File: src/rtl/aat_ram.sv
`timescale 1ns / 1ps
`default_nettype none
// ----------------------------------------------------------------------------
// aat_ram: generic simple dual-port RAM
// One write port, one read port, registered read data.
// ----------------------------------------------------------------------------
module aat_ram #(
  parameter int WIDTH = 8,
  parameter int DEPTH = 16
) (
  input  logic                     clk,
  input  logic                     we,
  input  logic [$clog2(DEPTH)-1:0] waddr,
  input  logic [WIDTH-1:0]         wdata,
  input  logic [$clog2(DEPTH)-1:0] raddr,
  output logic [WIDTH-1:0]         rdata
);

  logic [WIDTH-1:0] mem [DEPTH];

  always_ff @(posedge clk) begin
    if (we) begin
      mem[waddr] <= wdata;
    end
    rdata <= mem[raddr];
  end

endmodule
`default_nettype wire

File: config.mk
export PLATFORM = sky130hd
export DESIGN_NAME = aat_ram
export DESIGN_NICKNAME = d
export VERILOG_FILES = /design/src/rtl/aat_ram.sv
export SDC_FILE = /design/constraint.sdc
export NUM_CORES = 1
export LEC_CHECK = 0
export CAP_MARGIN = 25
export CORE_ASPECT_RATIO = 1.4
export CORE_MARGIN = 8
export CORE_UTILIZATION = 30
export CTS_BUF_LIST = sky130_fd_sc_hd__clkbuf_16
export CTS_CLUSTER_DIAMETER = 100
export DETAILED_ROUTE_END_ITERATION = 12
export DONT_BUFFER_PORTS = 1
export GPL_ROUTABILITY_DRIVEN = 0
export PLACE_DENSITY = 0.52
export SETUP_SLACK_MARGIN = 0.2
export SYNTH_ARGS = -nofsm -noshare
export SYNTH_HDL_FRONTEND = slang
export SYNTH_SLANG_ARGS = --single-unit
File: constraint.sdc
create_clock -name clk -period 2.4 [get_ports clk]
set_clock_uncertainty 0.2 [all_clocks]
set_input_delay 0.36 -clock clk [delete_from_list [all_inputs] [get_ports clk]]
set_output_delay 0.36 -clock clk [all_outputs]
set_load 0.01 [all_outputs]
## After elaboration in Yosys (flattened, before gate mapping)

Memory sizes are Yosys's and may differ from the RTL's. A register that Yosys moved wholly into a read port is not among the register bits.
Index checks and enable logic that the tools add are counted.

- Register bits: 0
- RAM bits: 128
- Bits of input ports: 18
- Output and inout bits: 8
- Logic and storage cells: 3
- Memories: 1

Memories:

| memory | words | width | read ports | clocked after Yosys merged registers in | write ports | line | RTL |
|---|---|---|---|---|---|---|---|
| mem | 16 | 8 | 1 | 1 | 1 | 19 | `logic [WIDTH-1:0] mem [DEPTH];` |

- Mux-type cells: 2

Operators by type and width:

| kind | number |
|---|---|
| $mux W1 | 2 |

## Longest topological paths before layout

- Depth after elaboration: 2
- Mapped depth: 5
- Gate-level depth less buffers: 3

## Worst setup path before layout

No wires, ideal clock.

- Path type: input-to-reg
- Start: in waddr[2]
- End: mem mem[0][0], enable pin
- Setup time: 383 ps
- Data arrival time: 1470 ps
- Required time: 1817 ps
- Slack: 347 ps
- Stages on the path: 2
- Buffers on the path: 0
- Cell sequence: or3b_2 nor3_1

RTL lines:

| item | line | RTL |
|---|---|---|
| from (decl) | 13 | `input logic [$clog2(DEPTH)-1:0] waddr,` |
| to (decl) | 19 |  |

Straight into the memory's write port.

==> impl_metrics.yaml <==
run_status:
  status: "finished, final reports clean"
route:
  via_count: 2323
  drcViolationCount: 0
  drt-wirelength-per-cell_um: 22.0
  drtPass1Iterations: 4
  final_antenna_net_count: 0
  drt_iter0_drc: 129
  wl_mm: 10.5
  viasPerCell: 4.85
floorplanning:
  die_w_um: 127
  dieArea_mm2: 0.0217
  core-area_mm2: 0.0168
  initial_core_util_pct: 30.6
  die_h_um: 171
  rows: 56
  io_pins: 26
final_layout:
  fin_nets: 281
  synthToLayoutAreaGrowth_pct: 17.9
  n_antenna_cell: 0
  drive_gt1_share_pct: 22.1
logic_synthesis:
  yosysWarningCount: 0
  synth_nets: 247
  mappedNetlistArea_mm2: 0.00515
  yosys-top-cells-area: "edfxtp_1 75%, mux4_2 7.9%, mux4_1 7.1%"
  synth_most_common_cell: "edfxtp_1"
  yosys.area.top_type: "edfxtp_1"
  synthDistinctLibCells: 19
  synth_seq_cells: 136
  async_flop_share_pct: 0
  synth_area_per_cell_um2: 22.5
  synth-main-ff-cell: "edfxtp_1"
  synth_top_cells_by_count: "128 x edfxtp_1, 18 x mux4_2, 16 x a22oi_1, 14 x mux4_1, 13 x nor2_1"
  ys_seq_area_share_pct: 77.8
  synth_top_area_share_pct: 74.7
  syn_inst: 229
  synth_edf_count: 128
critical_path:
  r2r_end: "rdata[3]"
  rr_worst_depth: 3
  path_depth: 3
  worst_ep_required_time_ns: 2.48
  critPathTopFamily: "multiplexers"
  end_kind: "flip-flop"
  startpoint_type: "flip-flop"
  worstPathMaxFanout: 1
  arrival_ns: 1.67
  crit_path_start: "mem[2][3]"
  cp_slowest_stage_delay_ns: 0.49
  critPathSlowestCell: "mux4_1"
  critPathBufInv: 0
  r2r_slack_ns: 0.80
  path_cells: "mux4_1, a22oi_1, nand2_1"
  crit_type: "reg -> reg"
  worstSetupEndpoint: "rdata[3]"
  timing.rr.start: "mem[2][3]"
placement:
  io_buffers: 0
  post-dp-hpwl_mm: 6.64
power_and_ir_drop:
  switchingPower_w: 0.00100
  ir_worst_vdd_v: 0.000506
  p_int_w: 0.00424
  combPwrFrac_pct: 3.5
  clock_power_share_pct: 45.3
  p_sw_share_pct: 19.1
  p_leak_nw: 2.00
  powerDensity_mw_per_mm2: 863
  pwr-share-seq_pct: 51.2
min_path:
  hold_path.class: "in -> reg"
sta:
  rsz0062_at_grt: "false"
  final_max_slew_viol_count: 0
  fmax_ghz: 0.626
  maxSlewHeadroom_pct: 58.0
  min_period_ns: 1.60
  worstMarginPinSlew_ns: 0.627
  whs_ns: 0.0611
  setup_viol: 0
  finalHoldViolCount: 0
  period_share_pct: 66.5
  totalNegativeSetupSlack_ns: 0
global_routing:
  antenna_found_initial: 1
  grt.total_usage_pct: 10.4
  grt_first_pass_wirelength_mm: 15.9
  grt-ovfl-total: 0
  grt_pass1_vias: 2535
  grt_max_degree: 33
clocking:
  cts_buffer_depth: 2
  clkTransAtPathRegs_ns: 0.05
  cts_root_buf: "clkbuf_16"
  cts_max_level: 4
  cts_tree: "yes"
  clock_sinks: 136
  cts_resized: 0
  numCtsBuffers: 17
  insertion_delay_ns: 0.40
  cts_setup_buffers: 0
job:
  max-cap-violations: 0
[flip-flops by register name (all words and copies together) (netlist names)]
| register | flops |
|---|---|
| rdata | 8 |
| mem | 128 |
[logic make-up (layout without fill, tap and decap cells)]
logic type	count (synthesis)	in the layout	synth area share [%]
DFF	136	136	77.8
and+or+nand+nor	35	35	3.18
muxes	32	32	15.0
AOI/OAI and AO/OA	16	16	2.33
buffers and inverters	10	57	1.68
[worst min path at each step]
stage          startpoint         end  depth (start not counted)
6_report         raddr[1]    rdata[3]                          3
3_5_place_dp     wdata[5]  mem[12][5]                          0
4_1_cts          raddr[1]    rdata[3]                          3
3_3_place_gp     wdata[5]  mem[14][5]                          0
2_1_floorplan    wdata[0]   mem[0][0]                          0
5_1_grt          raddr[1]    rdata[3]                          3
[metal layers]
metal / share of wire, % / vias to the layer above / GRT usage (%) / wire, um
li1: - / 1039 / - / -
met4: 1.3 / 2 / 4.98 / 132
met3: 4.1 / 8 / 3.36 / 436
met2: 54 / 48 / 18.1 / 5660
met1: 41 / 1226 / 11.2 / 4270
met5: 0.11 / - / 0 / 12
[per-stage QoR]
stage	util, %	area, um2	cells	total power, W	setup slack [ns]
5_1_grt	36.1	6070	479	0.00541	0.730
4_1_cts	36.1	6070	479	0.00530	0.791
2_1_floorplan	-	5150	229	0.00286	0.347
6_report	36.1	6070	479	0.00524	0.804
3_3_place_gp	32.4	5440	439	0.00288	0.654
3_5_place_dp	32.4	5440	439	0.00288	0.655
[cell usage in the layout (no fill, tap or decap)]
cell	count
nand3_1	1
dlygate4sd3_1	8
and2b_1	1
mux4_2	18
clkinv_1	4
nand2_1	9
and2_1	1
a22oi_1	16
nor2b_1	1
mux4_1	14
clkinv_2	5
or3b_2	1
nor2_1	13
nand3b_1	2
buf_4	17
edfxtp_1	128
clkinv_4	1
bufinv_16	2
nor3_1	4
inv_1	3
dfxtp_1	8
clkbuf_16	17
nand2b_1	2
[worst min-delay path: cells and delay by family]
kind            cells  cell delay (ns)
compound gates      1             0.08
mux                 1             0.13
simple gates        1             0.05
[final cells by class]
class                      instances  area (um2)
clock buffer                      17         425
clock inverter                    15         120
fill                            1545       10700
multi-input combinational         83        1060
sequential                       136        4000
tap                              203         254
timing repair buffer              25         208
[timing repair]
| action | CTS | global route |
|---|---|---|
| endpoints found under the hold margin | 128 | 0 |
| hold buffers | 8 | 0 |
| setup endpoints to repair | 0 | 0 |
[power groups by stage]
stage	clock [W]	combinational, W	sequential, W
CTS	0.00242	0.000190	0.00269
global placement	0	0.000147	0.00273
floorplan	0	0.000135	0.00272
global route	0.00252	0.000202	0.00269
finish	0.00237	0.000185	0.00268
detailed placement	0	0.000148	0.00273
(Power assumes the default switching activity.)
