<file path="src/rtl/aat_pkg.sv">
`timescale 1ns / 1ps
`default_nettype none
// ----------------------------------------------------------------------------
// aat_pkg: shared definitions for the abusive address table
// Table geometry, field widths, function and register codes, entry layout.
// ----------------------------------------------------------------------------
package aat_pkg;

  localparam int TABLE_ENTRIES = 64;
  localparam int IDX_W         = $clog2(TABLE_ENTRIES);

  localparam int ADDR_W     = 64;
  localparam int COUNT_W    = 16;
  localparam int TIME_W     = 32;
  localparam int REMOVED_W  = 7;
  localparam int IN_DATA_W  = 160;
  localparam int IN_USER_W  = 3;
  localparam int OUT_DATA_W = 16;
  localparam int CFG_IDX_W  = 1;
  localparam int CFG_DATA_W = 32;

  // function codes
  localparam logic [1:0] FUNC_CHECK  = 2'd0;
  localparam logic [1:0] FUNC_REPORT = 2'd1;
  localparam logic [1:0] FUNC_SWEEP  = 2'd2;

  // register indexes
  localparam logic [CFG_IDX_W-1:0] REG_THRESHOLD = 1'd0;
  localparam logic [CFG_IDX_W-1:0] REG_TIMEOUT   = 1'd1;

  localparam logic [COUNT_W-1:0]   THRESHOLD_RESET = 16'd10;
  localparam logic [TIME_W-1:0]    TIMEOUT_RESET   = 32'd3600;
  localparam logic [COUNT_W-1:0]   COUNT_MAX       = '1;
  localparam logic [COUNT_W-1:0]   COUNT_ONE       = 16'd1;
  localparam logic [REMOVED_W-1:0] REMOVED_MAX     = '1;

  // one table row as held in the memory
  typedef struct packed {
    logic               v6;
    logic [ADDR_W-1:0]  addr_high;
    logic [ADDR_W-1:0]  addr_low;
    logic [COUNT_W-1:0] count;
    logic [TIME_W-1:0]  last_seen;
  } entry_t;

  localparam int ENTRY_W = $bits(entry_t);

  // compare unit verdict on one row
  typedef struct packed {
    logic match;
    logic expired;
  } cmp_res_t;

endpackage
`default_nettype wire

</file>
<file path="src/rtl/aat_cmp.sv">
`timescale 1ns / 1ps
`default_nettype none
// ----------------------------------------------------------------------------
// aat_cmp: row compare unit
// Matches one table row against the search key and tests it for idle expiry.
// ----------------------------------------------------------------------------
module aat_cmp (
  input  aat_pkg::entry_t                 row,
  input  logic                            key_v6,
  input  logic [aat_pkg::ADDR_W-1:0]      key_high,
  input  logic [aat_pkg::ADDR_W-1:0]      key_low,
  input  logic [aat_pkg::TIME_W-1:0]      now,
  input  logic [aat_pkg::TIME_W-1:0]      timeout,
  output aat_pkg::cmp_res_t               res
);

  logic [aat_pkg::TIME_W-1:0] idle;

  // idle time wraps modulo 2^32
  assign idle = now - row.last_seen;

  always_comb begin
    res.match   = (row.v6 == key_v6) && (row.addr_high == key_high) &&
                  (row.addr_low == key_low);
    res.expired = idle > timeout;
  end

endmodule
`default_nettype wire

</file>
<file path="config.mk">
export PLATFORM = sky130hd
export DESIGN_NAME = aat_cmp
export DESIGN_NICKNAME = d
export VERILOG_FILES = /design/src/rtl/aat_pkg.sv /design/src/rtl/aat_cmp.sv
export SDC_FILE = /design/constraint.sdc
export NUM_CORES = 1
export LEC_CHECK = 0
export BUFFER_PORTS_ARGS = -buffer_cell sky130_fd_sc_hd__buf_2
export CORE_AREA = 2 2 143 145
export DETAILED_ROUTE_END_ITERATION = 6
export DIE_AREA = 0 0 145 147
export GPL_TIMING_DRIVEN = 0
export PLACE_DENSITY = 0.63
export SLEW_MARGIN = 20
export SYNTH_ARGS = -nofsm -noshare
export SYNTH_HDL_FRONTEND = slang
export SYNTH_SLANG_ARGS = --single-unit
</file>
<file path="constraint.sdc">
create_clock -name vclk -period 2.7
set_input_delay 0 -clock vclk [all_inputs]
set_output_delay 0 -clock vclk [all_outputs]
set_load 0.02 [all_outputs]
</file>
# Word-level counts from Yosys, hierarchy flattened
# Cells that the tools add are included.
# Widths: inputs -> output; s select.
[word_totals] ff_bits=0 latch_bits=0 ram_bits=0 mem_bits_ro=0 input_bits=370 mem_count=0
[classes] n_addsub=1 mul=0 div=0 magnitude_cmp=1 n_eq_ne=3 shifts=0 mux=0 bitwise=0 reduce_logical=2
[op_table] cell="$eq 64x64->1" count=2
[op_table] cell="$gt 32x32->1" count=1
[op_table] cell="$sub 32x32->32" count=1
[op_table] cell="$logic_and 1x1->1" count=2
[op_table] cell="$eq 1x1->1" count=1

# Logic depth before layout (Yosys ltp)
# Gate-level depths: netlist of the first run.
[depth] ltp_word=3 mapped_depth=18 mapped_depth_nobuf=18

# Least setup slack after synthesis of the first run
# No wires, ideal clock.
[synth_path] path_kind="in2out" from="input port now[0] (netlist bit)" to="output port res[0] (netlist bit)" arrival_ns=3.201 setup_slack_ns=-0.501 path_stages=18 path_buffers=0 path_cell_list="inv_1 ha_1 inv_1 fa_1 a21o_1 a221oi_2 o2111ai_1 a41o_1 a21o_1 a21oi_2 xnor2_1 ha_1 nor2b_1 o21ai_0 a211o_1 a31oi_1 a211oi_1 a21oi_1"
[synth_rtl] item="start: declaration" line_no="aat_cmp.sv:12" rtl="input logic [aat_pkg::TIME_W-1:0] now,"
[synth_rtl] item="end: declaration" line_no="aat_cmp.sv:14" rtl="output aat_pkg::cmp_res_t res"

==> reports/summary.md, run 1 <==
### Routing
• 4.57 — vias per cell
• 5587 — vias post-DR
• 0 — residual DRC count
• 19.3 um — drt wl/cell
• 5 — number of iterations in the first detailed-routing pass
• 227 — violation count after the first detailed-route iteration
• 0 — number of nets with antenna violations after routing
• 23600 um — Total Routed Length

### Die
• 19800 sq um — Core Box Area
• 147 um — die height
• 21300 sq um — Die Area
• 20.9% — initial cell density of the core
• 372 — number of top-level pins
• 145 um — die extent in x
• 52 — placement row count

### Placed design
• -1.16 ns — Worst Setup Slack post-DPL
• 0.957 — routability congestion estimate from global placement
• 6270 sq um — total cell area at the placement stage
• 22000 um — HPWL after detailed placement
• 356 — buffers added on ports

### Timing
• 0.432 ns — Worst Tran Pin Value
• 0 — max-slew violation total from the final report
• 70.9% — relative slew slack
• 0.289 GHz — f_max
• 0 — number of hold violations in the final report
• 1 — Final setup violation count
• -0.763 ns — post-route setup slack
• true — RSZ-0062 raised after global routing
• 3.46 ns — final critical-path required period
• 128% — period utilization

### Final layout
• 33.4% — end-of-flow core utilization
• 0 — clock buffers
• 4070 sq um — area of combinational cells with multiple inputs
• 0 sq um — register area
• 0 — Seq Cell Count
• 2154 — number of inserted filler cells in the final layout
• 1371 — number of nets in the layout
• 60.1% — Area Growth Syn to Fin
• 6630 sq um — final design area excluding fillers
• 44.4% — share of layout cells above drive strength 1

### Run status
• negative setup slack — violations in the final reports
• finished, violations left — run status

### Critical path
• in -> out — path type of the worst setup path
• output port — crit end category
• 3.46 ns — data arrival at the endpoint of the critical path
• 4 — highest fanout seen on the critical path
• input pin — Setup crit start kind
• 2.70 ns — required time at the endpoint of the critical path

### Logic synthesis
• xnor2_1 — largest area contributor in the netlist
• 26.0% — fraction of post-synthesis cell area in the top cell type by area
• 4140 sq um — synthesized area
• 55 — distinct cell type count after synthesis
• xnor2_1 — most frequent cell after synthesis
• 7.28 sq um — Syn Area/Cell
• xnor2_1, inv_1, ha_1, a21oi_1, nand4_1 — most used standard cells in the synthesized netlist
• 1003 — Post-Syn Nets
• 0 — Warnings, synthesis
• xnor2_1, ha_1, inv_1, a21o_1, nand4_1 — main area contributors after synthesis
• 569 — Synth Instances
• 0% — fraction of the yosys area taken by sequential cells

### GRT
• 10 — maximum number of pins on one net before global-route repair
• 21.3% — all-layer global routing usage
• 33900 um — first-pass GRT wire length
• 0 — global route total overflow
• 27 — initial antenna violation count
• 5562 — number of global-route vias before repair

### Worst hold path
• 5 — count of cells along the worst hold path
• row[59] — start point of the worst min-delay path
• in -> out — type of the worst min-delay path
• res[1] — Hold Path Sink

### Flow run
• 0 — max cap viols

### Power and ir drop
• 3.37 nW — leakage power of the design
• 208 nW/um^2 — ratio of total power to cell area
• 66.1 uV — peak supply drop

kinds of logic (layout without fill, tap and decap cells):
family,after synthesis,in the layout,share of synthesized area [%]
other,0,18,0
buffers and inverters,80,446,7.28
and+or+nand+nor,137,137,18.0
adders and majority gates,64,64,19.5
xor gates and xnor gates,148,148,31.3
AOI/OAI and AO/OA,140,140,23.9
through the flow:
step / hold WS (ns) / total power, W / TNS (ns) / cells
after detailed placement: 0.524 / 0.00127 / -1.16 / 1195
after CTS: 0.524 / 0.00134 / -0.696 / 1203
final: 0.516 / 0.00138 / -0.763 / 1223
after global routing: 0.562 / 0.00154 / -0.964 / 1209
after global placement: 0.532 / 0.00125 / -1.16 / 1195
after floorplan: 0.238 / 0.000785 / -0.354 / 569
critical path: stages:
cell	delay, ns
buf_2	0.09
inv_1	0.05
ha_2	0.32
a21oi_2	0.21
o21ai_1	0.13
or4b_2	0.64
a21oi_2	0.16
o31a_2	0.21
nor2_2	0.05
a211oi_2	0.18
ha_1	0.15
nand4_1	0.14
nor3_2	0.22
nand4_1	0.24
nor3_2	0.29
a211oi_2	0.11
a21oi_2	0.13
buf_6	0.13
where the power goes:
part / internal, W / switching, W / total [W] / leakage [nW]
logic: 0.000704 / 0.000677 / 0.00138 / 3.37
clock network: 0.000000000901 / 0 / 0.000000000901 / 0.000114
registers: 0 / 0 / 0 / 0
how the worst max path moves through the flow:
stage | from | end | cells after the start
CTS | now[0] | res[0] | 20
detailed placement | row[15] | res[0] | 18
global placement | row[15] | res[0] | 18
finish | row[15] | res[0] | 18
global route | row[2] | res[0] | 19
floorplan | now[0] | res[0] | 18
routing by layer:
| metal | global-route usage, % | vias up | routed length (um) |
|---|---|---|---|
| li1 | - | 2787 | - |
| met1 | 26.1 | 2482 | 9560 |
| met2 | 37.9 | 286 | 11300 |
| met3 | 6.15 | 26 | 2520 |
| met4 | 2.77 | 6 | 271 |
| met5 | 0 | - | 41 |
final cells by class:
cell class / instances / share of cell area (%)
well taps: 270 / 5.10
plain buffers: 4 / 0.227
inverters: 75 / 4.28
multi-input cells: 489 / 61.4
diodes: 18 / 0.680
repair buffers: 367 / 28.3
layout by cell type, fill, tap and decap left out, types with 3 or more instances in the layout:
cell type and n:
buf_2 354, xnor2_1 123, inv_1 73, ha_1 51, nand4_1 38, a21o_1 33
a21oi_1 32, xor2_1 25, diode_2 18, nand2_1 17, nor2_1 16, nand3_1 12
nor4_1 11, buf_4 11, o21ai_0 9, nand2b_1 8, nor3_1 7, a21oi_2 7
ha_2 7, o21ai_1 6, nor2b_1 5, and3_1 5, and2_1 5, ha_4 5
clkbuf_1 4, o211ai_1 4, o21a_1 4, nor3_2 3, a211oi_1 3, o31ai_1 3
a211oi_2 3
what timing repair did:
action / CTS / global route
resized for setup: 30 / 26
setup buffers: 9 / 2
hold buffers: 0 / 0
pin swaps: 28 / 11
endpoints found under the setup margin: 1 / 1
hold endpoints to repair: 0 / 0
Note: power is estimated with default switching activity, not from simulation.
==> run 2, diff against run 1 <==
CORE_AREA = 2 2 144 146   (was 2 2 143 145)
DIE_AREA = 0 0 146 148   (was 0 0 145 147)
PLACE_DENSITY = 0.61   (was 0.63)
clock period = 3.7 ns   (was 2.7 ns; I/O delays follow)
==> run 2 against run 1 <==
The flow now finishes without violations. Global-route usage shrank 2.5 points. Via count fell by 1.1%. Combinational power shrank 31%. First-iteration DRC count fell by 4.0%. Power decreased by 31%. Critical path depth is 2 higher. Routed wire length is 9.1% lower. Critical endpoint unchanged. Highest routed layer unchanged.
==> reports/summary.md, run 2 (synthesis gave the netlist of run 1 again) <==
### GRT
• 18.8% — all-layer global routing usage
• 5415 — number of global-route vias before repair
• 34 — initial antenna violation count
• 30600 um — first-pass GRT wire length
• 31.7% — global-route met2 utilization
• 0 — global route total overflow
• met2 — busiest metal layer after global routing
• 10 — maximum number of pins on one net before global-route repair
• 21.4% — routing usage on met1
• 7.96% — GR Util met3

### Run status
• finished, final reports clean — run status

### Placed design
• -0.0449 ns — Worst Setup Slack post-DPL
• 356 — buffers added on ports
• 0.916 — routability congestion estimate from global placement
• 20200 um — HPWL after detailed placement

### Critical path
• fa_2 — Max stage delay cell, worst path
• 4 — highest fanout seen on the critical path
• buf_2, inv_2, ha_4, inv_1, fa_2, a21o_1, a221oi_4, o2111ai_2, a41o_1, a21o_1, a21oi_2, xnor2_2, ha_1, nor2b_1, o21ai_1, a211o_1, a31oi_2, a211oi_1, a21oi_1, buf_4 — crit-path cells
• 3.70 ns — required time at the endpoint of the critical path
• in -> out — path type of the worst setup path
• input pin — Setup crit start kind
• 3.61 ns — data arrival at the endpoint of the critical path
• output port — crit end category
• 0.36 ns — Critical Path Max Stage Delay
• a21o_1 — CP dominant cell by count

### Final layout
• 54.7% — Area Growth Syn to Fin
• 0 — clock buffers
• 40.9% — share of layout cells above drive strength 1
• 0 — Seq Cell Count
• 0 sq um — register area
• buf_2 — commonest non-fill, non-tap cell in the layout
• 2244 — number of inserted filler cells in the final layout
• buf_2, xnor2_1, inv_1 — most used cells in the layout excluding fill and tap cells
• 3920 sq um — area of combinational cells with multiple inputs
• 1364 — number of nets in the layout

### Power and ir drop
• 0.000952 W — PnR Total Power
• 149 nW/um^2 — ratio of total power to cell area
• 3.34 nW — leakage power of the design
• 52.0 uV — peak supply drop

### Die
• 372 — number of top-level pins
• 21600 sq um — Die Area
• 52 — placement row count
• 146 um — die extent in x
• 148 um — die height
• 20000 sq um — Core Box Area
• 20.7% — initial cell density of the core

### Routing
• 5 — number of iterations in the first detailed-routing pass
• 0 — residual DRC count
• 0 — number of nets with antenna violations after routing
• 21500 um — Total Routed Length
• 4.55 — vias per cell
• 5527 — vias post-DR
• 17.7 um — drt wl/cell
• 218 — violation count after the first detailed-route iteration

### Timing
• 0 ns — setup TNS
• 0 — number of hold violations in the final report
• 65.1% — relative slew slack
• 0.526 ns — post-route worst hold slack
• 3.61 ns — final critical-path required period
• 0.0876 ns — post-route setup slack
• 97.6% — period utilization
• 0.277 GHz — f_max
• 0.518 ns — Worst Tran Pin Value
• 0 — Final setup violation count
• 0 — max-slew violation total from the final report

### Worst hold path
• in -> out — type of the worst min-delay path

### Flow run
• 0 — max cap viols

-- run 2: cell types whose count changed in the layout (fill, tap and decap cells not counted), moves of 3 or more --
| cell | delta |
|---|---|
| buf_4 | -7 |
| ha_2 | -6 |
| a21oi_1 | +6 |
| o21ai_0 | +3 |
| ha_1 | +10 |
| a21oi_2 | -6 |
| ha_4 | -4 |
-- run 2: layout make-up --
type | instances | share of cell area, %
multi-input combinational | 489 | 61.1
inverter | 75 | 4.40
buffer | 5 | 0.313
timing repair buffer | 359 | 28.2
antenna | 17 | 0.664
tap | 270 | 5.28
-- run 2: routing by layer --
metal / vias to the layer above / share of wire [%]
met2: 286 / 47
met4: 16 / 2.3
li1: 2769 / -
met5: - / 0.42
met1: 2420 / 38
met3: 36 / 12
-- run 2: stage by stage --
stage          utilization, %  instances  cell area (sq um)
6_report                 32.0       1215               6400
5_1_grt                  31.9       1209               6390
4_1_cts                  31.3       1195               6270
3_5_place_dp             31.2       1195               6260
3_3_place_gp             31.2       1195               6260
2_1_floorplan               -        569               4140
-- run 2: where the power goes --
part / leakage, nW / internal [W] / total [W] / switching, W
Combinational: 3.34 / 0.000485 / 0.000952 / 0.000467
Sequential: 0 / 0 / 0 / 0
Clock: 0.000108 / 0.000000000619 / 0.000000000619 / 0
-- run 2: final timing paths --
path	start	cells past startpoint	end	slack (ns)
hold / removal	key_high[46]	6	res[1]	0.53
setup / recovery	now[0]	20	res[0]	0.09
-- run 2: worst max-delay path: cells and delay by family --
| kind | cells | cell delay (ns) |
|---|---|---|
| compound gates | 11 | 2.18 |
| fa+ha+maj | 3 | 0.79 |
| buf+inv | 4 | 0.37 |
| simple gates | 1 | 0.14 |
| xor+xnor | 1 | 0.11 |
-- run 2: what timing repair did --
| action | 4_1_cts | 5_1_grt |
|---|---|---|
| buffers inserted | 0 | 3 |
| endpoints found under the setup margin | 1 | 1 |
| pin swaps | 0 | 12 |
| hold buffers | 0 | 0 |
| gates resized for setup | 2 | 17 |
==> run 3, diff against run 2 <==
GPL_TIMING_DRIVEN = unset   (was 0)
==> run 3 against run 2 <==
Die area stayed put. Combinational power is 2.8% higher. Sequential share of layout area stayed put. Via count hardly changed. Count of clock-buffer cells in the layout stayed put. Power is 2.9% higher. Critical path depth stayed put. Sequential cell count stayed put. Setup slack worse by 0.027 ns. Global-route usage hardly changed. Largest cell class unchanged.
==> reports/summary.md, run 3 (synthesis gave the netlist of run 1 again) <==
### Timing
• 98.4% — period utilization
• 3.64 ns — final critical-path required period
• 0 — Final setup violation count
• 0.423 ns — Worst Tran Pin Value
• 0 ns — setup TNS
• 0 — number of hold violations in the final report
• 71.1% — relative slew slack
• 0.275 GHz — f_max
• 0 — max-slew violation total from the final report

### GRT
• 18.8% — all-layer global routing usage
• 0 — global route total overflow
• 10 — maximum number of pins on one net before global-route repair
• 30700 um — first-pass GRT wire length
• 30 — initial antenna violation count
• 5398 — number of global-route vias before repair

### Routing
• 18.1 um — drt wl/cell
• 239 — violation count after the first detailed-route iteration
• 0 — residual DRC count
• 5525 — vias post-DR
• 21800 um — Total Routed Length
• 0 — number of nets with antenna violations after routing
• 4.57 — vias per cell
• 5 — number of iterations in the first detailed-routing pass

### Placed design
• 356 — buffers added on ports
• 6280 sq um — total cell area at the placement stage
• 1196 — cell count after placement
• 20300 um — HPWL after detailed placement
• 0.906 — routability congestion estimate from global placement

### Final layout
• 1365 — number of nets in the layout
• 1209 — non-filler instance count after layout
• 0 — Seq Cell Count
• buf_2 — commonest non-fill, non-tap cell in the layout
• buf_2, xnor2_1, inv_1 — most used cells in the layout excluding fill and tap cells
• 3940 sq um — area of combinational cells with multiple inputs
• 0 — clock buffers
• 55.5% — Area Growth Syn to Fin
• 2253 — number of inserted filler cells in the final layout
• 6440 sq um — final design area excluding fillers
• 41.7% — share of layout cells above drive strength 1
• 0 sq um — register area

### Critical path
• input pin — Setup crit start kind
• output port — crit end category
• 3 — highest fanout seen on the critical path
• 3.70 ns — required time at the endpoint of the critical path
• 3.64 ns — data arrival at the endpoint of the critical path
• in -> out — path type of the worst setup path

### Die
• 146 um — die extent in x
• 20.7% — initial cell density of the core
• 21600 sq um — Die Area
• 20000 sq um — Core Box Area
• 372 — number of top-level pins
• 52 — placement row count
• 148 um — die height

### Flow run
• 0 — max cap viols

### Worst hold path
• in -> out — type of the worst min-delay path

### Power and ir drop
• 0.000979 W — PnR Total Power
• 51.5 uV — peak supply drop
• 3.36 nW — leakage power of the design
• 152 nW/um^2 — ratio of total power to cell area

### Run status
• finished, final reports clean — run status

### Clocking
• 0 — cts-stage hold buffer count

-- run 3: cell type report --
| class | count | share of cell area (%) |
|---|---|---|
| inverters | 75 | 4.37 |
| multi-input cells | 489 | 61.2 |
| repair buffers | 365 | 28.8 |
| well taps | 270 | 5.25 |
| diodes | 10 | 0.389 |
-- run 3: final timing paths --
kind	startpoint	to	slack, ns	cells after the start
min	row[68]	res[1]	0.54	7
max	now[0]	res[0]	0.06	20
-- run 3: stage by stage --
stage	utilization [%]	setup WS [ns]	hold WS [ns]
floorplan	-	0.499	0.238
global placement	31.4	0.177	0.527
detailed placement	31.4	0.105	0.531
CTS	31.4	0.0969	0.540
global route	32.1	-0.0763	0.558
finish	32.1	0.0606	0.535
-- run 3: where the power goes --
group | total [W] | internal (W) | switching, W
clock | 0.000000000362 | 0.000000000362 | 0
sequential | 0 | 0 | 0
combinational | 0.000979 | 0.000497 | 0.000482
-- run 3: worst max-delay path, cell delays in order --
cell       delay, ns
buf_2           0.10
inv_2           0.06
ha_4            0.13
inv_1           0.06
fa_2            0.36
a21o_1          0.25
a221oi_4        0.36
o2111ai_2       0.18
a41o_1          0.29
a21o_1          0.17
a21oi_2         0.16
xnor2_2         0.10
ha_1            0.30
nor2b_1         0.13
o21ai_0         0.08
a211o_1         0.33
a31oi_4         0.19
a211oi_2        0.08
a21oi_2         0.15
buf_4           0.16
-- run 3: what timing repair did --
action | 4_1_cts | 5_1_grt
buffers inserted | 0 | 3
resized for setup | 0 | 20
setup endpoints to repair | 0 | 1
-- run 3: routing by layer --
layer	track usage, %	wire (um)	vias to the layer above
li1	-	-	2765
met1	22.5	8600	2414
met2	33.8	10300	296
met3	5.22	2270	40
met4	3.64	568	10
met5	0	54	-
